<file path="src/hdl/bct_fifo.sv">
// short operation queue between front and back end
module bct_fifo #(
  parameter int WIDTH = 8,
  parameter int DEPTH = 4,
  localparam int PW = (DEPTH > 1) ? $clog2(DEPTH) : 1,
  localparam int CW = $clog2(DEPTH + 1)
) (
  input  logic             clk,
  input  logic             rst_n,
  input  logic             push,
  input  logic [WIDTH-1:0] push_data,
  input  logic             pop,
  output logic             pop_valid,
  output logic [WIDTH-1:0] pop_data,
  output logic [CW-1:0]    count
);

  logic [WIDTH-1:0] entry_r [DEPTH];
  logic [PW-1:0]    wr_ptr_r, rd_ptr_r;
  logic [CW-1:0]    count_r;

  always_ff @(posedge clk) begin
    if (!rst_n) begin
      wr_ptr_r <= '0;
      rd_ptr_r <= '0;
      count_r  <= '0;
    end else begin
      if (push) begin
        wr_ptr_r <= (wr_ptr_r == PW'(DEPTH - 1)) ? '0 : wr_ptr_r + PW'(1);
      end
      if (pop) begin
        rd_ptr_r <= (rd_ptr_r == PW'(DEPTH - 1)) ? '0 : rd_ptr_r + PW'(1);
      end
      if (push && !pop) begin
        count_r <= count_r + CW'(1);
      end else if (pop && !push) begin
        count_r <= count_r - CW'(1);
      end
    end
  end

  always_ff @(posedge clk) begin
    if (push) begin
      entry_r[wr_ptr_r] <= push_data;
    end
  end

  assign pop_valid = count_r != '0;
  assign pop_data  = entry_r[rd_ptr_r];
  assign count     = count_r;

`ifndef NO_ASSERTIONS
  a_no_push_full: assert property (@(posedge clk) disable iff (!rst_n)
    push |-> count_r < CW'(DEPTH))
    else $error("push into full queue");
  a_no_pop_empty: assert property (@(posedge clk) disable iff (!rst_n)
    pop |-> count_r != '0)
    else $error("pop from empty queue");
`endif

endmodule

</file>
<file path="config.mk">
export PLATFORM = sky130hd
export DESIGN_NAME = bct_fifo
export DESIGN_NICKNAME = d
export VERILOG_FILES = /design/src/hdl/bct_fifo.sv
export SDC_FILE = /design/constraint.sdc
export NUM_CORES = 1
export LEC_CHECK = 0
export BUFFER_PORTS_ARGS = -buffer_cell sky130_fd_sc_hd__buf_2
export CAP_MARGIN = 20
export CORE_UTILIZATION = 49
export CTS_CLUSTER_DIAMETER = 30
export DETAILED_ROUTE_END_ITERATION = 10
export GPL_TIMING_DRIVEN = 0
export MAX_ROUTING_LAYER = met4
export PLACE_DENSITY = 0.73
export SYNTH_ARGS = -nofsm -noshare
export SYNTH_HDL_FRONTEND = slang
export SYNTH_SLANG_ARGS = --single-unit
</file>
<file path="constraint.sdc">
create_clock -name clk -period 1.5 [get_ports clk]
set_clock_uncertainty 0.15 [all_clocks]
set_input_delay 0 -clock clk [delete_from_list [all_inputs] [get_ports clk]]
set_output_delay 0 -clock clk [all_outputs]
set_load 0.01 [all_outputs]
</file>
==> flow_metrics.py <==
metrics = {
    "cells_and_area": {
        "fin_nets": 148,
        "diodes": 0,
        "final_layout_size_suffix_gt1_share_pct": 36.9,
        "finalInstanceArea_um2": 2020,
        "area_delta_synth_final_pct": 25.6,
    },
    "run": {
        "cap_violations": 0,
    },
    "die": {
        "core_um2": 3080,
        "floorplan.die.height_um": 59.3,
        "initial_utilization_pct": 52.3,
        "fp.dieW_um": 59.3,
        "dieArea_um2": 3520,
        "ios": 24,
        "floorplan.rows": 20,
    },
    "synth": {
        "synth-edff-count": 32,
        "synth_fp_nets": 104,
        "synth_cells": 85,
        "yosysTopAreaCell": "edfxtp_1",
        "synth_commonest_cells": "edfxtp_1 (32), dfxtp_1 (9), mux4_2 (8)",
        "netlist_area_um2": 1610,
        "synthDistinctLibCells": 19,
        "synth_sequential_area_ratio_pct": 70.9,
        "synth_ff_type": "edfxtp_1",
        "ys_ff_latch": 41,
        "postSynth.asyncResetShare_pct": 0,
        "syn-mean-instance-area_um2": 18.9,
        "synthTopCellsByArea": "edfxtp_1 (60%), dfxtp_1 (11%), mux4_2 (11%)",
        "post-synth-top-area-fraction_pct": 59.7,
        "synth.most_common_cell": "edfxtp_1",
        "synth-warning-count": 0,
    },
    "critical_path": {
        "startpoint_type": "flop",
        "critPathSlowestCell": "mux4_2",
        "end_kind": "output pin",
        "crit_path_cell_trace": "buf_12 > mux4_2 > buf_6",
        "critical_path.max_stage_delay_ns": 0.51,
        "crit_fanout": 8,
        "required_ns": 1.35,
        "worstSetupPathType": "flop to output pin",
        "critical_path_at_ns": 1.48,
    },
    "placed_design": {
        "place_congestion": 0.638,
        "placed_cell_area_um2": 1780,
        "port_buffers": 23,
        "detailed_place_hpwl_um": 1680,
    },
    "global_route": {
        "via_count_of_the_first_global_routing_pass": 871,
        "antenna_found_initial": 0,
        "groute.usage.overall_pct": 17.6,
        "grt_first_pass_wirelength_um": 3970,
        "globalRouteOverflowTotal": 0,
        "grt_start_max_net_pins": 13,
    },
    "timing": {
        "max_freq_mhz": 612,
        "worstMarginPinSlew_ns": 0.232,
        "timing.final.hold_violations": 0,
        "hold_ws_ns": 0.0737,
        "layout_worst_path_cycle_share_pct": 109,
        "period_needed_ns": 1.63,
        "report.final.slew_viol_count": 0,
        "slew-limit-headroom_pct": 84.5,
        "unrepaired_setup_endpoints_after_global_routing": "yes",
        "final_critical_path_setup_slack_ns": -0.134,
        "setup_viol": 8,
    },
    "drt": {
        "wire_per_inst_um": 15.2,
        "dr_drc_count": 0,
        "vias_per_std_cell": 5.01,
        "antenna_violating_nets_post_route": 0,
        "drt_iter0_drc": 18,
        "total_wire_length_after_detailed_routing_um": 2650,
        "detail_route.first_pass.iterations": 4,
        "dr_vias": 872,
    },
    "cts": {
        "worst_setup_hold_path_clk_slew_ns": 0.12,
        "clock_path_buffers": 2,
        "cts_tree": "yes",
        "clock_insertion_delay_worst_skew_ns": 0.33,
        "number_of_buffers_added_by_the_clock_tree_synthesis_step": 5,
        "cts.htree.levels": 2,
        "cts.sink_count": 41,
        "root_buffer": "clkbuf_4",
    },
    "min_path": {
        "min-delay-path-class": "input pin to flop",
    },
    "power_and_ir_drop": {
        "power.total_w": 0.00218,
        "power_per_cell_area_nw_per_um2": 1080,
        "leakage_nw": 0.761,
        "max-vdd-ir-drop_mv": 0.765,
    },
    "status": {
        "failed_checks": "negative setup slack",
        "status": "finished with violations",
    },
}
==> layer usage <==
layer	track usage, %	routed length (µm)
met1	18.8	1090
met2	29.1	1410
met3	6.77	105
met4	7.14	42
met5	-	0
==> flip-flops by register name, indices dropped and copies added, names as in the netlist, named ones only <==
name	cells
rd_ptr_r	2
count	3
wr_ptr_r	2
entry_r	32
==> through the flow <==
step           util [%]  worst slack [ns]  TNS (ns)  std cells
3_3_place_gp       57.9           -0.0586   -0.0586        152
3_5_place_dp       57.9           -0.0926   -0.0926        152
4_1_cts            64.6            -0.158     -1.19        174
5_1_grt            65.7            -0.202     -1.62        174
2_1_floorplan         -           0.00230         0         85
6_report           65.7            -0.134    -0.998        174
==> layout make-up <==
class | count | area [µm²]
repair buffers | 37 | 284
plain buffers | 2 | 25.0
flip-flops and latches | 41 | 1150
clock inverters | 3 | 12.5
fillers | 227 | 1060
multi-input cells | 38 | 444
well taps | 44 | 55.1
clock buffers | 5 | 37.5
inverters | 4 | 15.0
==> worst max-delay path: cells and delay by family (launching register included) <==
| kind | cells | cell delay, ns |
|---|---|---|
| mux | 1 | 0.51 |
| buf+inv | 2 | 0.28 |
| flops | 1 | 0.36 |
==> power breakdown <==
group | switching (W) | internal, W | total [W]
Combinational | 0.000159 | 0.000196 | 0.000354
Clock | 0.000331 | 0.000170 | 0.000501
Sequential | 0.0000312 | 0.00129 | 0.00132
==> cells in the final DEF (no fill, tap or decap), drive strengths merged <==
master | Yosys | layout
nor3 | 1 | 1
edfxtp | 32 | 32
or3 | 2 | 2
clkinv | 0 | 3
dlygate4sd3 | 0 | 13
clkbuf | 1 | 6
xor2 | 1 | 1
o21ai | 1 | 1
a21boi | 1 | 1
ha | 6 | 6
inv | 4 | 4
o21a | 1 | 1
xnor2 | 1 | 1
mux2i | 4 | 4
and2 | 5 | 5
buf | 1 | 25
dfxtp | 9 | 9
nor2 | 1 | 1
mux4 | 8 | 8
fa | 1 | 1
nor2b | 5 | 5
==> logic make-up (layout without fill, tap and decap cells) <==
logic type	count (synthesis)	after routing	synth area share [%]
DFF	41	41	70.9
adders and majority gates	7	7	5.91
AOI/OAI and AO/OA	3	3	1.24
buffers and inverters	6	51	1.94
and+or+nand+nor	14	14	5.21
xor gates and xnor gates	2	2	1.09
muxes	12	12	13.7
==> path summary, 6_finish.rpt <==
| kind | from | to | slack [ns] | cells after the start |
|---|---|---|---|---|
| setup / recovery | flop | pop_data[7] | -0.13 | 3 |
| hold / removal | push | entry_r[3][6] | 0.07 | 2 |
| setup reg to reg | count[1] | count[2] | 0.01 | 4 |
| hold reg to reg | count[2] | count[2] | 0.35 | 2 |
==> repair_timing <==
action                                  in CTS  in global routing
pin swaps                                    2                  1
endpoints found under the setup margin      17                 27
resized for setup                            6                  8
hold buffers                                13                  0
setup buffers                                1                  0
hold endpoints to repair                    41                  0
(Power assumes the default switching activity.)
