File: src/hdl/bct_pkg.sv
// shared constants, register indexes and types of the corner turner
package bct_pkg;

  // configuration port
  localparam int CFG_IDX_W  = 2;
  localparam int CFG_DATA_W = 15;

  localparam logic [CFG_IDX_W-1:0] CFG_TRANSPOSE_MODE    = 2'd0;
  localparam logic [CFG_IDX_W-1:0] CFG_NUM_SIGNALS       = 2'd1;
  localparam logic [CFG_IDX_W-1:0] CFG_NUM_CHANNELS      = 2'd2;
  localparam logic [CFG_IDX_W-1:0] CFG_SAMPLES_PER_BLOCK = 2'd3;

  // transpose modes
  localparam logic MODE_SIG_TIME      = 1'b0;
  localparam logic MODE_SIG_CHAN_TIME = 1'b1;

  // dimension widths
  localparam int NS_W = 7;
  localparam int NC_W = 11;
  localparam int NT_W = 15;

  // read counter widths
  localparam int RSC_W = 6;
  localparam int RTC_W = 14;
  localparam int RCC_W = 10;

  // payload widths
  localparam int VALUE_W = 32;
  localparam int HALF_W  = 16;

  localparam logic [NS_W-1:0] NS_MAX   = 7'd64;
  localparam logic [NS_W-1:0] NS_RESET = 7'd2;
  localparam logic [NC_W-1:0] NC_MAX   = 11'd1024;
  localparam logic [NC_W-1:0] NC_RESET = 11'd1;
  localparam logic [NT_W-1:0] NT_MAX   = 15'd16384;
  localparam logic [NT_W-1:0] NT_RESET = 15'd8192;

  // depth of the operation queue between front and back
  localparam int QUEUE_DEPTH = 4;

  // effective block geometry after clamping and fitting to a bank
  typedef struct packed {
    logic            mode;
    logic [NS_W-1:0] ns;
    logic [NC_W-1:0] nc;
    logic [NT_W-1:0] nt;
  } geom_t;

endpackage

File: src/hdl/bct_geom.sv
// configuration registers and iterative block geometry unit
module bct_geom #(
  parameter int BANK_DEPTH = 16384,
  localparam int DW = $clog2(BANK_DEPTH + 1)
) (
  input  logic                             clk,
  input  logic                             rst_n,
  input  logic                             cfg_wr_en,
  input  logic [bct_pkg::CFG_IDX_W-1:0]    cfg_index,
  input  logic [bct_pkg::CFG_DATA_W-1:0]   cfg_wdata,
  output bct_pkg::geom_t                   geo,
  output logic                             geo_busy,
  output logic [DW-1:0]                    geo_len,
  output logic [DW-1:0]                    geo_stride
);

  localparam int CW     = $clog2(DW);
  localparam int SC_W   = bct_pkg::NS_W + bct_pkg::NC_W;
  localparam int LEN_PW = SC_W + bct_pkg::NT_W;
  localparam int ST_W   = bct_pkg::NC_W + bct_pkg::NT_W;
  localparam logic [DW-1:0] DIVIDEND = DW'(BANK_DEPTH);

  localparam logic [3:0] G_IDLE    = 4'd0;
  localparam logic [3:0] G_CLAMP   = 4'd1;
  localparam logic [3:0] G_SC      = 4'd2;
  localparam logic [3:0] G_SC_CHK  = 4'd3;
  localparam logic [3:0] G_DIV_C   = 4'd4;
  localparam logic [3:0] G_LEN     = 4'd5;
  localparam logic [3:0] G_LEN_CHK = 4'd6;
  localparam logic [3:0] G_DIV_T   = 4'd7;
  localparam logic [3:0] G_STRIDE  = 4'd8;

  logic                      mode_r;
  logic [bct_pkg::NS_W-1:0]  ns_cfg_r;
  logic [bct_pkg::NC_W-1:0]  nc_cfg_r;
  logic [bct_pkg::NT_W-1:0]  nt_cfg_r;

  logic [3:0]                state_r, state_nxt;
  logic [bct_pkg::NS_W-1:0]  s_r;
  logic [bct_pkg::NC_W-1:0]  c_r;
  logic [bct_pkg::NT_W-1:0]  t_r;
  logic [SC_W-1:0]           sc_r;
  logic [LEN_PW-1:0]         len_r;
  logic [ST_W-1:0]           stride_r;

  logic [DW-1:0]             den_r, rem_r, quo_r, rem_nxt, quo_nxt;
  logic [CW-1:0]             cnt_r;
  logic [DW:0]               rem_sh;
  logic                      rem_ge;
  logic                      sc_over, len_over;

  logic [bct_pkg::NS_W-1:0]  s_clamp;
  logic [bct_pkg::NC_W-1:0]  c_clamp;
  logic [bct_pkg::NT_W-1:0]  t_clamp;

  // configuration registers
  always_ff @(posedge clk) begin
    if (!rst_n) begin
      mode_r   <= bct_pkg::MODE_SIG_TIME;
      ns_cfg_r <= bct_pkg::NS_RESET;
      nc_cfg_r <= bct_pkg::NC_RESET;
      nt_cfg_r <= bct_pkg::NT_RESET;
    end else if (cfg_wr_en) begin
      case (cfg_index)
        bct_pkg::CFG_TRANSPOSE_MODE:    mode_r   <= cfg_wdata[0];
        bct_pkg::CFG_NUM_SIGNALS:       ns_cfg_r <= cfg_wdata[bct_pkg::NS_W-1:0];
        bct_pkg::CFG_NUM_CHANNELS:      nc_cfg_r <= cfg_wdata[bct_pkg::NC_W-1:0];
        bct_pkg::CFG_SAMPLES_PER_BLOCK: nt_cfg_r <= cfg_wdata[bct_pkg::NT_W-1:0];
        default: ;
      endcase
    end
  end

  // zero acts as one, large values saturate; channels count as one in signal-time mode
  assign s_clamp = (ns_cfg_r == '0) ? bct_pkg::NS_W'(1) :
                   (ns_cfg_r > bct_pkg::NS_MAX) ? bct_pkg::NS_MAX : ns_cfg_r;
  assign c_clamp = (mode_r == bct_pkg::MODE_SIG_TIME) ? bct_pkg::NC_W'(1) :
                   (nc_cfg_r == '0) ? bct_pkg::NC_W'(1) :
                   (nc_cfg_r > bct_pkg::NC_MAX) ? bct_pkg::NC_MAX : nc_cfg_r;
  assign t_clamp = (nt_cfg_r == '0) ? bct_pkg::NT_W'(1) :
                   (nt_cfg_r > bct_pkg::NT_MAX) ? bct_pkg::NT_MAX : nt_cfg_r;

  assign sc_over  = LEN_PW'(sc_r) > LEN_PW'(BANK_DEPTH);
  assign len_over = len_r > LEN_PW'(BANK_DEPTH);

  // restoring divider step on the bank depth, msb first
  assign rem_sh  = {rem_r, DIVIDEND[cnt_r]};
  assign rem_ge  = rem_sh >= {1'b0, den_r};
  assign rem_nxt = rem_ge ? DW'(rem_sh - {1'b0, den_r}) : DW'(rem_sh);
  assign quo_nxt = {quo_r[DW-2:0], rem_ge};

  always_comb begin
    state_nxt = state_r;
    case (state_r)
      G_IDLE:    state_nxt = G_IDLE;
      G_CLAMP:   state_nxt = G_SC;
      G_SC:      state_nxt = G_SC_CHK;
      G_SC_CHK:  state_nxt = sc_over ? G_DIV_C : G_LEN;
      G_DIV_C:   state_nxt = (cnt_r == '0) ? G_SC : G_DIV_C;
      G_LEN:     state_nxt = G_LEN_CHK;
      G_LEN_CHK: state_nxt = len_over ? G_DIV_T : G_STRIDE;
      G_DIV_T:   state_nxt = (cnt_r == '0) ? G_LEN : G_DIV_T;
      G_STRIDE:  state_nxt = G_IDLE;
      default:   state_nxt = G_CLAMP;
    endcase
    if (cfg_wr_en) begin
      state_nxt = G_CLAMP;
    end
  end

  always_ff @(posedge clk) begin
    if (!rst_n) begin
      state_r <= G_CLAMP;
    end else begin
      state_r <= state_nxt;
    end
  end

  always_ff @(posedge clk) begin
    case (state_r)
      G_CLAMP: begin
        s_r <= s_clamp;
        c_r <= c_clamp;
        t_r <= t_clamp;
      end
      G_SC: begin
        sc_r <= SC_W'(s_r) * SC_W'(c_r);
      end
      G_SC_CHK: begin
        den_r <= DW'(s_r);
        rem_r <= '0;
        quo_r <= '0;
        cnt_r <= CW'(DW - 1);
      end
      G_DIV_C: begin
        rem_r <= rem_nxt;
        quo_r <= quo_nxt;
        cnt_r <= cnt_r - CW'(1);
        if (cnt_r == '0) begin
          c_r <= bct_pkg::NC_W'(quo_nxt);
        end
      end
      G_LEN: begin
        len_r <= LEN_PW'(sc_r) * LEN_PW'(t_r);
      end
      G_LEN_CHK: begin
        den_r <= DW'(sc_r);
        rem_r <= '0;
        quo_r <= '0;
        cnt_r <= CW'(DW - 1);
      end
      G_DIV_T: begin
        rem_r <= rem_nxt;
        quo_r <= quo_nxt;
        cnt_r <= cnt_r - CW'(1);
        if (cnt_r == '0) begin
          t_r <= bct_pkg::NT_W'(quo_nxt);
        end
      end
      G_STRIDE: begin
        stride_r <= ST_W'(c_r) * ST_W'(t_r);
      end
      default: ;
    endcase
  end

  assign geo.mode   = mode_r;
  assign geo.ns     = s_r;
  assign geo.nc     = c_r;
  assign geo.nt     = t_r;
  assign geo_busy   = state_r != G_IDLE;
  assign geo_len    = DW'(len_r);
  assign geo_stride = DW'(stride_r);

`ifndef NO_ASSERTIONS
  a_geom_fits_bank: assert property (@(posedge clk) disable iff (!rst_n)
    state_r == G_IDLE |-> len_r != '0 && len_r <= LEN_PW'(BANK_DEPTH) &&
                          LEN_PW'(stride_r) <= len_r)
    else $error("geometry does not fit one bank");
`endif

endmodule

File: config.mk
export PLATFORM = sky130hd
export DESIGN_NAME = bct_geom
export DESIGN_NICKNAME = d
export VERILOG_FILES = /design/src/hdl/bct_pkg.sv /design/src/hdl/bct_geom.sv
export SDC_FILE = /design/constraint.sdc
export NUM_CORES = 1
export LEC_CHECK = 0
export BUFFER_PORTS_ARGS = -buffer_cell sky130_fd_sc_hd__buf_2
export CORE_MARGIN = 3
export CORE_UTILIZATION = 40
export CTS_CLUSTER_SIZE = 30
export DETAILED_ROUTE_END_ITERATION = 12
export PLACE_DENSITY = 0.63
export SLEW_MARGIN = 0
export SYNTH_ARGS = -nofsm -noshare
export SYNTH_HDL_FRONTEND = slang
export SYNTH_SLANG_ARGS = --single-unit
File: constraint.sdc
create_clock -name clk -period 18.65 [get_ports clk]
set_input_delay 1.865 -clock clk [delete_from_list [all_inputs] [get_ports clk]]
set_output_delay 1.865 -clock clk [all_outputs]
set_load 0.01 [all_outputs]
==> flow_summary.json <==
{
  "ys_async_sr_fraction": 0,
  "critPathKind": "register to register",
  "cts-root-buf": "clkbuf_16",
  "cts_buffers": 17,
  "grt_pass1_vias": 16229,
  "layout-drive-gt1-share": 0.0689,
  "setup_viol": 0,
  "synth_area_per_cell_um2": 9.67,
  "antennaDiodeCount": 0,
  "r2r_start": "t_r[2]$_DFFE_PP_",
  "pre_cts_slack_ps": 11700,
  "path_clk_slew_ps": 80,
  "cp_slowest_cell": "edfxtp_1",
  "critPathTopFamily": "adder cells",
  "detail_route.first_pass.iterations": 4,
  "relSlewSlack": 0.231,
  "cp-end-kind": "register",
  "power_uw": 2950,
  "ys_types": 65,
  "ios": 85,
  "die-area_mm2": 0.0579,
  "row_count": 85,
  "tns_ps": 0,
  "holdCritStartpoint": "nc_cfg_r[5]$_SDFFE_PN0P_",
  "tightest_slew_ps": 1150,
  "ff2ff_path_depth": 23,
  "holdCritPathClass": "register to register",
  "grt_use_total": 0.195,
  "ys_ff_latch": 186,
  "synth_ff_type": "edfxtp_1",
  "numClockSinks": 186,
  "core_area_mm2": 0.0541,
  "max_stage_delay_ps": 860,
  "drcViolationCount": 0,
  "maxSlewViolCount": 0,
  "nets": 2799,
  "ant_nets": 0,
  "num-fill-cells": 5117,
  "hold-path-cell-count": 2,
  "utilization": 0.436,
  "p_per_area_mw_per_mm2": 125,
  "synth_edf_count": 147,
  "r2r_setup_slack_ps": 11670,
  "switching_power_uw": 1360,
  "hpwl_um": 39900,
  "post_cts.repair.setup_buffers": 0,
  "cts_tree": "yes",
  "wl_per_cell_um": 18.0,
  "leakagePower_uw": 0.0108,
  "clock_latency_ps": 510,
  "synth-warning-count": 0,
  "max-cap-violations": 0,
  "syn_to_final_growth_pct": 7.22,
  "drt_iter0_drc": 896,
  "grt_pass1_wl_um": 86900,
  "synthesis.nets": 2794,
  "intPower_uw": 1590,
  "fin_cells": 2990,
  "place_inst": 2958,
  "status": "finished, final reports clean",
  "path_cells": "and2_1 -> fa_1 -> inv_1 -> fa_1 -> inv_1 -> fa_1 -> inv_1 -> fa_1 -> inv_1 -> fa_1 -> inv_1 -> fa_1 -> inv_1 -> ha_1 -> inv_1 -> nor3_1 -> o22a_1 -> a21oi_1 -> o21ai_1 -> and4_1 -> a2111oi_2 -> a21oi_1 -> xnor2_1",
  "grt_start_max_net_pins": 37,
  "path_buf_inv": 7,
  "cpMostUsedCell": "inv_1",
  "pwr-share-comb": 0.659,
  "crit_required_ps": 18910,
  "start_util": 0.407,
  "multi_input_area_mm2": 0.0149,
  "vias_per_cell": 5.18,
  "p_sw_frac": 0.462,
  "numPortBuffers": 84,
  "max_freq_mhz": 143,
  "cts_resized": 0,
  "fin_ws_ps": 11670,
  "cts.hold.buffers_added": 0,
  "hold_end": "nc_cfg_r[5]$_SDFFE_PN0P_",
  "die_h_um": 241,
  "ir_drop_uv": 159,
  "clockBufferDepth": 2,
  "finalCritPeriodShare": 0.374,
  "rsz0062_at_grt": "false",
  "r2r_end": "len_r[31]$_DFFE_PP_",
  "crit_fanout": 30,
  "grt_overflow": 0,
  "startpoint_type": "register",
  "fin_crit_ps": 6980,
  "seq_area_frac_synth": 0.236,
  "cts_max_level": 4,
  "p_clk_frac": 0.131,
  "antenna_found_initial": 2,
  "hold_viol": 0,
  "p_seq_frac": 0.209,
  "die_width_um": 241,
  "fin_skew_ps": 34.9,
  "vias": 15481,
  "gp_congestion": 0.882,
  "synthesis.instances": 2276,
  "ff_latch_area_mm2": 0.00519,
  "drt_wl_total_um": 53700,
  "netlist_area_mm2": 0.0220,
  "cp.arrival_ps": 7240
}
[stage by stage]
stage | instance area [um^2] | hold slack (ps)
floorplan | 22000 | 456
global placement | 23000 | 474
detailed placement | 23000 | 480
CTS | 23600 | 492
global route | 23600 | 520
finish | 23600 | 486
[tightest hold or removal path: stages, from the launching register on]
cell,delay [ps]
dfxtp_1,330
nand2_1,50
a21boi_0,60
[logic make-up (layout without fill, tap and decap cells)]
logic type / count (synthesis) / after routing / share of synthesized area
AO/OA/AOI/OAI: 209 / 209 / 0.0645
multiplexers: 25 / 25 / 0.0118
adder cells (fa/ha/maj): 498 / 498 / 0.391
flip-flops: 186 / 186 / 0.236
buffers and inverters: 500 / 518 / 0.0883
XOR/XNOR: 83 / 83 / 0.0330
AND/OR/NAND/NOR: 775 / 775 / 0.175
[layer usage]
metal | up-vias | part of all wire | track usage | wire, um
met5 | - | 0.00024 | 0 | 13
met4 | 2 | 0.030 | 0.0741 | 1630
met1 | 7869 | 0.42 | 0.250 | 22800
met3 | 83 | 0.061 | 0.0438 | 3260
met2 | 392 | 0.48 | 0.323 | 26000
li1 | 7135 | - | - | -
[sequential cells by signal (all words and copies together) (netlist names)]
signal,flops
rem_r,15
cnt_r,4
len_r,33
ns_cfg_r,7
stride_r,15
rem_sh,1
c_r,11
den_r,15
nc_cfg_r,11
state_r,4
mode_r,1
quo_r,14
sc_r,18
s_r,7
nt_cfg_r,15
t_r,15
[cell usage after synthesis (all sizes together) (2+ instances only)]
cell type | count | area, um^2
a2111oi | 2 | 23.8
a211oi | 11 | 92.6
a21boi | 27 | 203
a21o | 21 | 158
a21oi | 50 | 250
a22o | 16 | 140
a22oi | 2 | 15.0
a31oi | 3 | 31.3
a41oi | 3 | 33.8
and2 | 250 | 1560
and3 | 7 | 43.8
buf | 18 | 131
clkbuf | 100 | 375
dfxtp | 39 | 781
edfxtp | 147 | 4410
fa | 317 | 6350
ha | 181 | 2260
inv | 382 | 1440
mux2 | 8 | 90.1
mux2i | 17 | 170
nand2 | 329 | 1230
nand2b | 17 | 106
nand3 | 13 | 65.1
nand3b | 2 | 15.0
nand4 | 10 | 62.6
nor2 | 63 | 236
nor2b | 28 | 175
nor3 | 20 | 100
nor3b | 3 | 22.5
nor4 | 14 | 87.6
nor4b | 2 | 17.5
o211ai | 2 | 15.0
o21a | 5 | 37.5
o21ai | 45 | 225
o21bai | 4 | 30.0
o22a | 2 | 17.5
o31ai | 5 | 37.5
or2 | 4 | 25.0
or3 | 5 | 31.3
or4 | 5 | 37.5
xnor2 | 60 | 526
xor2 | 23 | 201
[worst max-delay path by stage]
stage                     startpoint                  end  slack (ps)  depth (start not counted)
floorplan           t_r[5]$_DFFE_PP_  len_r[31]$_DFFE_PP_       12370                         25
global placement    t_r[3]$_DFFE_PP_  len_r[31]$_DFFE_PP_       11700                         23
detailed placement  t_r[3]$_DFFE_PP_  len_r[31]$_DFFE_PP_       11700                         21
CTS                 t_r[3]$_DFFE_PP_  len_r[31]$_DFFE_PP_       11660                         21
global route        t_r[2]$_DFFE_PP_  len_r[31]$_DFFE_PP_       11290                         23
finish              t_r[2]$_DFFE_PP_  len_r[31]$_DFFE_PP_       11670                         23
[layout by cell type (no fill, tap or decap), types with 4 or more instances in the layout]
master,n
nor4_1,14
inv_1,381
clkinv_8,5
ha_1,181
mux2_2,8
clkbuf_16,17
a21boi_0,24
a211oi_1,9
o21a_1,5
nand3_1,13
a22o_1,16
o21bai_1,4
fa_1,317
nor2_1,62
or3_1,5
and2_1,250
nand2_1,329
o21ai_0,26
or4_1,5
a21o_1,21
buf_2,84
o21ai_1,19
a21oi_1,50
inv_6,5
nand4_1,10
buf_4,20
nor2b_1,28
o31ai_1,5
and3_1,7
dfxtp_1,39
nand2b_1,17
mux2i_1,17
edfxtp_1,147
xnor2_1,60
nor3_1,19
xor2_1,23
[area by class of cell]
cell class              instances  area share
flip-flops and latches        186       0.220
repair buffers                104      0.0242
inverters                     382      0.0609
well taps                     696      0.0369
clock buffers                  17      0.0180
multi-input cells            1590       0.631
clock inverters                15     0.00870
[power by group through the flow]
stage | Clock, uW | Combinational (uW) | Sequential, uW
3_3_place_gp | 0 | 1920 | 625
5_1_grt | 412 | 2250 | 622
4_1_cts | 401 | 1970 | 618
2_1_floorplan | 0 | 1560 | 596
3_5_place_dp | 0 | 1950 | 627
6_report | 388 | 1940 | 618
Power figures use the tool's default switching activity.
