### config.mk
export PLATFORM = sky130hd
export DESIGN_NAME = bct_front_flat
export DESIGN_NICKNAME = d
export VERILOG_FILES = /design/src/hdl/bct_pkg.sv /design/src/hdl/bct_if.sv /design/src/hdl/bct_front.sv /design/src/flat_wrapper.sv
export SDC_FILE = /design/constraint.sdc
export NUM_CORES = 1
export LEC_CHECK = 0
export ABC_AREA = 1
export BUFFER_PORTS_ARGS = -buffer_cell sky130_fd_sc_hd__buf_2
export CAP_MARGIN = 20
export CORE_MARGIN = 2
export CORE_UTILIZATION = 55
export DETAILED_ROUTE_END_ITERATION = 8
export PLACE_DENSITY = 0.79
export SETUP_SLACK_MARGIN = 0.4
export SLEW_MARGIN = 5
export SYNTH_ARGS = -nofsm -noshare
export SYNTH_HDL_FRONTEND = slang
export SYNTH_SLANG_ARGS = --single-unit
### constraint.sdc
create_clock -name clk -period 7.9 [get_ports clk]
set_input_delay 1.58 -clock clk [delete_from_list [all_inputs] [get_ports clk]]
set_output_delay 1.58 -clock clk [all_outputs]
set_load 0.01 [all_outputs]
### src/hdl/bct_pkg.sv
// shared constants, register indexes and types of the corner turner
package bct_pkg;

  // configuration port
  localparam int CFG_IDX_W  = 2;
  localparam int CFG_DATA_W = 15;

  localparam logic [CFG_IDX_W-1:0] CFG_TRANSPOSE_MODE    = 2'd0;
  localparam logic [CFG_IDX_W-1:0] CFG_NUM_SIGNALS       = 2'd1;
  localparam logic [CFG_IDX_W-1:0] CFG_NUM_CHANNELS      = 2'd2;
  localparam logic [CFG_IDX_W-1:0] CFG_SAMPLES_PER_BLOCK = 2'd3;

  // transpose modes
  localparam logic MODE_SIG_TIME      = 1'b0;
  localparam logic MODE_SIG_CHAN_TIME = 1'b1;

  // dimension widths
  localparam int NS_W = 7;
  localparam int NC_W = 11;
  localparam int NT_W = 15;

  // read counter widths
  localparam int RSC_W = 6;
  localparam int RTC_W = 14;
  localparam int RCC_W = 10;

  // payload widths
  localparam int VALUE_W = 32;
  localparam int HALF_W  = 16;

  localparam logic [NS_W-1:0] NS_MAX   = 7'd64;
  localparam logic [NS_W-1:0] NS_RESET = 7'd2;
  localparam logic [NC_W-1:0] NC_MAX   = 11'd1024;
  localparam logic [NC_W-1:0] NC_RESET = 11'd1;
  localparam logic [NT_W-1:0] NT_MAX   = 15'd16384;
  localparam logic [NT_W-1:0] NT_RESET = 15'd8192;

  // depth of the operation queue between front and back
  localparam int QUEUE_DEPTH = 4;

  // effective block geometry after clamping and fitting to a bank
  typedef struct packed {
    logic            mode;
    logic [NS_W-1:0] ns;
    logic [NC_W-1:0] nc;
    logic [NT_W-1:0] nt;
  } geom_t;

endpackage

### src/hdl/bct_if.sv
// valid/ready channel interfaces of the corner turner
interface bct_in_if;
  logic                        valid;
  logic                        ready;
  logic [bct_pkg::VALUE_W-1:0] sample_value;
  logic                        flush;

  modport source (output valid, output sample_value, output flush, input ready);
  modport sink (input valid, input sample_value, input flush, output ready);
endinterface


### src/hdl/bct_front.sv
// front end: accepts items, steps the read and write counters, forms memory operations
module bct_front #(
  parameter int BANK_DEPTH = 16384,
  parameter int SAMPLE_BITS = 32,
  localparam int AW     = $clog2(BANK_DEPTH),
  localparam int DW     = $clog2(BANK_DEPTH + 1),
  localparam int MIW    = $clog2(2 * BANK_DEPTH),
  localparam int ELEM_W = (SAMPLE_BITS < 32) ? SAMPLE_BITS : 32,
  localparam int OP_W   = 3 + 2 * MIW + ELEM_W,
  localparam int FCW    = $clog2(bct_pkg::QUEUE_DEPTH + 1)
) (
  input  logic              clk,
  input  logic              rst_n,
  bct_in_if.sink            in_ch,
  input  bct_pkg::geom_t    geo,
  input  logic              geo_busy,
  input  logic [DW-1:0]     geo_len,
  input  logic [DW-1:0]     geo_stride,
  input  logic [FCW-1:0]    fifo_count,
  output logic              push,
  output logic [OP_W-1:0]   push_data
);

  localparam int SP_W = bct_pkg::RSC_W + DW;
  localparam int CP_W = bct_pkg::RCC_W + bct_pkg::NT_W;

  logic                       held_r, held_nxt;
  logic [bct_pkg::RSC_W-1:0]  rsc_r, rsc_nxt;
  logic [bct_pkg::RTC_W-1:0]  rtc_r, rtc_nxt;
  logic [bct_pkg::RCC_W-1:0]  rcc_r, rcc_nxt;
  logic [AW-1:0]              wi_r, wi_nxt;
  logic                       wb_r, wb_nxt;

  logic                       acc, wr_en, blk_done, rd_last;
  logic                       s_end, t_end, c_end, c_in;
  logic [bct_pkg::RSC_W-1:0]  s_cur, ns_m1;
  logic [bct_pkg::RTC_W-1:0]  t_cur, nt_m1;
  logic [bct_pkg::RCC_W-1:0]  oc_cur, ic_cur, nc_m1;
  logic [SP_W-1:0]            sprod;
  logic [CP_W-1:0]            cprod;
  logic [bct_pkg::VALUE_W-1:0] wval;

  // operation stage
  logic                       st_valid_r;
  logic                       st_rd_r, st_last_r, st_rbank_r, st_wr_r;
  logic [AW-1:0]              st_sprod_r, st_cprod_r, st_t_r;
  logic [MIW-1:0]             st_widx_r;
  logic [ELEM_W-1:0]          st_wdata_r;
  logic [AW-1:0]              rd_addr;
  logic [MIW-1:0]             rd_idx;

  // room for the staged operation plus this one
  assign in_ch.ready = !geo_busy &&
                       ((FCW + 1)'(fifo_count) + (FCW + 1)'(st_valid_r) <
                        (FCW + 1)'(bct_pkg::QUEUE_DEPTH));
  assign acc = in_ch.valid && in_ch.ready;

  assign ns_m1 = bct_pkg::RSC_W'(geo.ns - bct_pkg::NS_W'(1));
  assign nt_m1 = bct_pkg::RTC_W'(geo.nt - bct_pkg::NT_W'(1));
  assign nc_m1 = bct_pkg::RCC_W'(geo.nc - bct_pkg::NC_W'(1));

  // counters past a shrunk limit read as at the limit
  assign s_cur  = ({1'b0, rsc_r} < geo.ns) ? rsc_r : ns_m1;
  assign t_cur  = ({1'b0, rtc_r} < geo.nt) ? rtc_r : nt_m1;
  assign c_in   = {1'b0, rcc_r} < geo.nc;
  assign oc_cur = c_in ? rcc_r : nc_m1;
  assign ic_cur = c_in ? nc_m1 - rcc_r : '0;

  assign s_end = s_cur == ns_m1;
  assign t_end = t_cur == nt_m1;
  assign c_end = oc_cur == nc_m1;
  assign rd_last = (geo.mode == bct_pkg::MODE_SIG_TIME) ? (s_end && t_end) :
                                                          (s_end && t_end && c_end);

  assign wr_en    = !in_ch.flush;
  assign blk_done = wr_en && (({1'b0, wi_r} + (AW + 1)'(1)) >= (AW + 1)'(geo_len));

  assign sprod = SP_W'(s_cur) * SP_W'(geo_stride);
  assign cprod = CP_W'(ic_cur) * CP_W'(geo.nt);

  assign wval = (geo.mode == bct_pkg::MODE_SIG_TIME) ?
                {{(bct_pkg::VALUE_W - bct_pkg::HALF_W){1'b0}},
                 in_ch.sample_value[bct_pkg::HALF_W-1:0]} :
                in_ch.sample_value;

  always_comb begin
    held_nxt = held_r;
    rsc_nxt  = rsc_r;
    rtc_nxt  = rtc_r;
    rcc_nxt  = rcc_r;
    wi_nxt   = wi_r;
    wb_nxt   = wb_r;
    if (acc) begin
      if (held_r) begin
        if (geo.mode == bct_pkg::MODE_SIG_TIME) begin
          if (s_end) begin
            rsc_nxt = '0;
            rtc_nxt = t_cur + bct_pkg::RTC_W'(1);
          end else begin
            rsc_nxt = s_cur + bct_pkg::RSC_W'(1);
          end
          rcc_nxt = '0;
        end else begin
          if (c_end) begin
            rcc_nxt = '0;
            if (t_end) begin
              rtc_nxt = '0;
              rsc_nxt = s_cur + bct_pkg::RSC_W'(1);
            end else begin
              rtc_nxt = t_cur + bct_pkg::RTC_W'(1);
            end
          end else begin
            rcc_nxt = oc_cur + bct_pkg::RCC_W'(1);
          end
        end
        if (rd_last) begin
          held_nxt = 1'b0;
          rsc_nxt  = '0;
          rtc_nxt  = '0;
          rcc_nxt  = '0;
        end
      end
      if (wr_en) begin
        if (blk_done) begin
          // swap banks, the just filled block becomes the held one
          wi_nxt   = '0;
          wb_nxt   = !wb_r;
          held_nxt = 1'b1;
          rsc_nxt  = '0;
          rtc_nxt  = '0;
          rcc_nxt  = '0;
        end else begin
          wi_nxt = wi_r + AW'(1);
        end
      end
    end
  end

  always_ff @(posedge clk) begin
    if (!rst_n) begin
      held_r     <= 1'b0;
      rsc_r      <= '0;
      rtc_r      <= '0;
      rcc_r      <= '0;
      wi_r       <= '0;
      wb_r       <= 1'b0;
      st_valid_r <= 1'b0;
    end else begin
      held_r     <= held_nxt;
      rsc_r      <= rsc_nxt;
      rtc_r      <= rtc_nxt;
      rcc_r      <= rcc_nxt;
      wi_r       <= wi_nxt;
      wb_r       <= wb_nxt;
      st_valid_r <= acc && (held_r || wr_en);
    end
  end

  always_ff @(posedge clk) begin
    if (acc) begin
      st_rd_r    <= held_r;
      st_last_r  <= rd_last;
      st_rbank_r <= !wb_r;
      st_sprod_r <= AW'(sprod);
      st_cprod_r <= AW'(cprod);
      st_t_r     <= AW'(t_cur);
      st_wr_r    <= wr_en;
      st_widx_r  <= wb_r ? MIW'(wi_r) + MIW'(BANK_DEPTH) : MIW'(wi_r);
      st_wdata_r <= ELEM_W'(wval);
    end
  end

  // transposed address stays below the bank depth
  assign rd_addr = st_sprod_r + st_cprod_r + st_t_r;
  assign rd_idx  = st_rbank_r ? MIW'(rd_addr) + MIW'(BANK_DEPTH) : MIW'(rd_addr);

  assign push      = st_valid_r;
  assign push_data = {st_rd_r, rd_idx, st_last_r, st_wr_r, st_widx_r, st_wdata_r};

`ifndef NO_ASSERTIONS
  a_block_done_holds: assert property (@(posedge clk) disable iff (!rst_n)
    acc && blk_done |=> held_r && (wb_r != $past(wb_r)))
    else $error("completed block not taken as held block");
`endif

endmodule

### src/flat_wrapper.sv
// flat-port wrapper written by rule: the top's interface ports become plain ports
module bct_front_flat 
#(
  parameter int BANK_DEPTH = 16384,
  parameter int SAMPLE_BITS = 32,
  localparam int AW     = $clog2(BANK_DEPTH),
  localparam int DW     = $clog2(BANK_DEPTH + 1),
  localparam int MIW    = $clog2(2 * BANK_DEPTH),
  localparam int ELEM_W = (SAMPLE_BITS < 32) ? SAMPLE_BITS : 32,
  localparam int OP_W   = 3 + 2 * MIW + ELEM_W,
  localparam int FCW    = $clog2(bct_pkg::QUEUE_DEPTH + 1)
)
  (clk, rst_n, geo, geo_busy, geo_len, geo_stride, fifo_count, push, push_data, in_ch_valid, in_ch_sample_value, in_ch_flush, in_ch_ready);
  bct_in_if in_ch_i ();
  input  logic clk;
  input  logic rst_n;
  input  bct_pkg::geom_t geo;
  input  logic geo_busy;
  input  logic [DW-1:0] geo_len;
  input  logic [DW-1:0] geo_stride;
  input  logic [FCW-1:0] fifo_count;
  output logic push;
  output logic [OP_W-1:0] push_data;
  input wire logic [$bits(in_ch_i.valid)-1:0] in_ch_valid;
  input wire logic [$bits(in_ch_i.sample_value)-1:0] in_ch_sample_value;
  input wire logic [$bits(in_ch_i.flush)-1:0] in_ch_flush;
  output wire logic [$bits(in_ch_i.ready)-1:0] in_ch_ready;
  assign in_ch_i.valid = in_ch_valid;
  assign in_ch_i.sample_value = in_ch_sample_value;
  assign in_ch_i.flush = in_ch_flush;
  assign in_ch_ready = in_ch_i.ready;
  bct_front #(.BANK_DEPTH(BANK_DEPTH), .SAMPLE_BITS(SAMPLE_BITS)) u_core (.clk(clk), .rst_n(rst_n), .in_ch(in_ch_i), .geo(geo), .geo_busy(geo_busy), .geo_len(geo_len), .geo_stride(geo_stride), .fifo_count(fifo_count), .push(push), .push_data(push_data));
endmodule
==> results.py <==
metrics = {
    "outcome": {
        "status": "finished, final reports clean",
    },
    "clock_tree": {
        "cts_tree": "yes",
        "cts.sinks": 140,
        "numCtsBuffers": 17,
        "path_clk_slew_ns": 0.07,
        "holdBufCountCts": 0,
        "h-tree-depth": 4,
        "insertion_delay_ns": 0.43,
        "root_buffer": "clkbuf_16",
        "cts_buffer_depth": 2,
    },
    "yosys": {
        "synth-edff-count": 93,
        "synth_ff_type": "edfxtp_1",
        "yosys-top-cells-area": "edfxtp_1 (19%), fa_1 (15%), nand2_1 (13%), ha_1 (9.9%), inv_1 (8.4%)",
        "ys_async_sr_fraction_pct": 0,
        "yosysTopAreaCellShare_pct": 19.14,
        "syn_inst": 1900,
        "ys.warnings.count": 0,
        "syn-cell-area_sq_um": 14590,
        "yosysUniqueCellTypes": 59,
        "synth_most_common_cell": "nand2_1",
        "synth-seq-cells": 140,
        "synth_nets": 2225,
        "synth_area_leader_cell": "edfxtp_1",
        "yosysSeqAreaShare_pct": 25.59,
        "ys_top_cells_by_count": "nand2_1 (521), inv_1 (325), nor2_1 (163), ha_1 (115), fa_1 (106)",
        "avgSynthCellArea_sq_um": 7.680,
    },
    "final_layout": {
        "syn_to_final_growth_pct": 18.23,
        "seq_area_sq_um": 3734,
        "multi_input_area_sq_um": 9683,
        "drive_above_1_share_pct": 21.40,
        "nets": 2457,
        "nFillCells": 2153,
    },
    "detailed_routing": {
        "routedWlPerCell_microns": 14.86,
        "dr_wl_met2_mm": 18.43,
        "dr.pass1.iters": 6,
        "vias": 13180,
        "topRoutingLayerUsed": "met4",
        "wl_met1_mm": 15.16,
        "routed_via_density": 5.312,
        "drt_wl_total_mm": 36.88,
        "drtIter0Drc": 989,
        "wl_met3_mm": 2.249,
        "drtAntennaViolNets": 0,
        "drc_errors": 0,
    },
    "floorplan": {
        "num_rows": 59,
        "dieHeight_microns": 166.9,
        "dieWidth_microns": 166.9,
        "die_area_sq_um": 27850,
        "ios": 171,
        "coreArea_sq_um": 26060,
        "start_util_pct": 55.99,
    },
    "pwr": {
        "finalPower_mw": 4.350,
        "switching_power_mw": 1.790,
        "p_leak_nw": 8.605,
        "swShare_pct": 41.14,
        "pwr-share-clk_pct": 17.8,
        "combinationalPowerShare_pct": 61.2,
        "ir_drop_uv": 286.8,
        "internal-power_mw": 2.561,
        "p_per_area_nw_per_um2": 252.2,
        "seqPwrFrac_pct": 21.0,
    },
    "flow_run": {
        "drv_cap": 0,
    },
    "timing": {
        "fin_skew_ns": 0.01308,
        "slew_viol_final": 0,
        "setup_viol": 0,
        "relSlewSlack_pct": 38.79,
        "worst_pin_slew_ns": 0.9182,
        "worst_hold_slack_ns": 0.4627,
        "post-route-period-util_pct": 94.77,
        "hold_violations": 0,
        "fin_crit_ns": 7.487,
        "rsz0062_at_grt": "true",
        "fmax_ghz": 0.1336,
    },
    "global_route": {
        "grt_max_degree": 73,
        "grt_pass1_vias": 12680,
        "antenna_found_initial": 1,
        "grt_pass1_wl_mm": 59.96,
        "grtUsageTotal_pct": 26.27,
        "gr-total-overflow": 0,
    },
    "critical_path": {
        "reg2reg_depth": 35,
        "critPathCaptureType": "flop",
        "critPathLaunchType": "primary input",
        "critical_path.max_fanout": 6,
        "arrival_ns": 7.67,
        "cpPeakStageDelay_ns": 0.53,
        "criticalPathCategory": "in -> reg",
        "cp.required_ns": 8.09,
        "cp_slowest_cell": "fa_1",
    },
    "hold_path": {
        "hp-class": "reg -> reg",
        "hold_path_depth": 0,
    },
    "placement": {
        "gp_congestion": 0.9484,
        "port_buffers": 169,
        "post-dp-hpwl_mm": 28.33,
    },
}
## what timing repair did
item | CTS | global route
setup endpoints to repair | 1 | 3
gates resized for setup | 22 | 73
pin swaps | 13 | 68
buffers inserted | 1 | 12
## final timing paths
check,start,endpoint,slack [ns]
setup reg to reg,u_core.rcc_r[0]$_SDFFE_PN0P_,u_core.st_cprod_r[13]$_DFFE_PP_,1.38
hold / removal,u_core.wb_r$_SDFFE_PN0P_,u_core.st_widx_r[14]$_SDFFCE_PN0P_,0.46
hold reg to reg,u_core.wb_r$_SDFFE_PN0P_,u_core.st_widx_r[14]$_SDFFCE_PN0P_,0.46
setup / recovery,geo[16],u_core.st_cprod_r[13]$_DFFE_PP_,0.41
## cell usage in the layout (no fill, tap or decap), types with 4 or more instances in the layout
cell type,instances
nand2_1,505
inv_1,305
buf_2,167
nor2_1,146
fa_1,103
ha_1,102
a21oi_1,93
edfxtp_1,93
buf_4,87
nand3_1,80
xor2_1,62
dfxtp_1,47
o21ai_0,43
inv_2,30
nand4_1,28
xnor2_1,22
nand2_2,21
nor2_2,20
nand3_2,17
clkbuf_16,17
nor2_4,14
ha_4,13
o21ai_2,10
o21ai_1,8
nand2_4,7
a21oi_2,7
o211ai_1,7
nor3_1,6
inv_4,5
clkinv_2,5
nand3b_1,4
## flip-flops by register name (all words and copies together), names as in the netlist
register,flops
u_core.st_wdata_r,32
u_core.st_widx_r,15
u_core.rtc_r,14
u_core.st_cprod_r,14
u_core.st_sprod_r,14
u_core.st_t_r,14
u_core.wi_r,14
u_core.rcc_r,10
u_core.rsc_r,6
u_core.held_r,1
u_core.push,1
u_core.st_last_r,1
u_core.st_rbank_r,1
u_core.st_rd_r,1
u_core.st_wr_r,1
u_core.wb_r,1
## cell type report
type / instances / area share (%)
clock inverter: 12 / 0.5585
sequential: 140 / 21.64
tap: 335 / 2.430
inverter: 343 / 7.586
multi-input combinational: 1371 / 56.13
clock buffer: 20 / 2.589
antenna: 1 / 0.01451
timing repair buffer: 259 / 9.051
## power by group through the flow
stage                     Sequential (mW)  Combinational [mW]  Clock [mW]
after global routing                0.917                2.94       0.813
final                               0.913                2.66       0.776
after floorplan                     0.921                1.56           0
after detailed placement            0.930                2.30           0
after CTS                           0.915                2.35       0.781
after global placement              0.930                2.23           0
## critical path, delay by kind of cell
family | cells | cell delay [ns]
and+or+nand+nor | 12 | 0.86
AOI/OAI and AO/OA | 3 | 0.46
xor gates and xnor gates | 4 | 0.71
adders and majority gates | 8 | 3.24
buffers and inverters | 11 | 0.83
## per-layer routing
layer  up-vias  track usage (%)
met5         -                0
met4         0            9.070
met3        84            3.375
met2       468            46.32
met1      6161            33.23
li1       6465                -
## stage by stage
step | setup TNS (ns) | cells | utilization [%] | cell area [sq um] | worst slack [ns]
finish | 0 | 2481 | 66.20 | 17250 | 0.4133
floorplan | 0 | 1900 | - | 14710 | 0.4059
detailed placement | -0.2209 | 2435 | 62.44 | 16270 | -0.2209
global route | 0 | 2480 | 66.19 | 17250 | 0.1832
global placement | -0.1501 | 2435 | 62.44 | 16270 | -0.1501
CTS | 0 | 2468 | 64.89 | 16910 | 0.4025
## cells by family (layout without fill, tap and decap cells)
| logic type | count (synthesis) | in the layout | share of synthesized area (%) |
|---|---|---|---|
| buffers and inverters | 389 | 634 | 10.83 |
| other | 0 | 1 | 0 |
| xor gates and xnor gates | 87 | 87 | 5.316 |
| and+or+nand+nor | 870 | 870 | 26.14 |
| AOI/OAI and AO/OA | 193 | 193 | 7.726 |
| DFF | 140 | 140 | 25.59 |
| adders and majority gates | 221 | 221 | 24.40 |
Note: power is estimated with default switching activity, not from simulation.
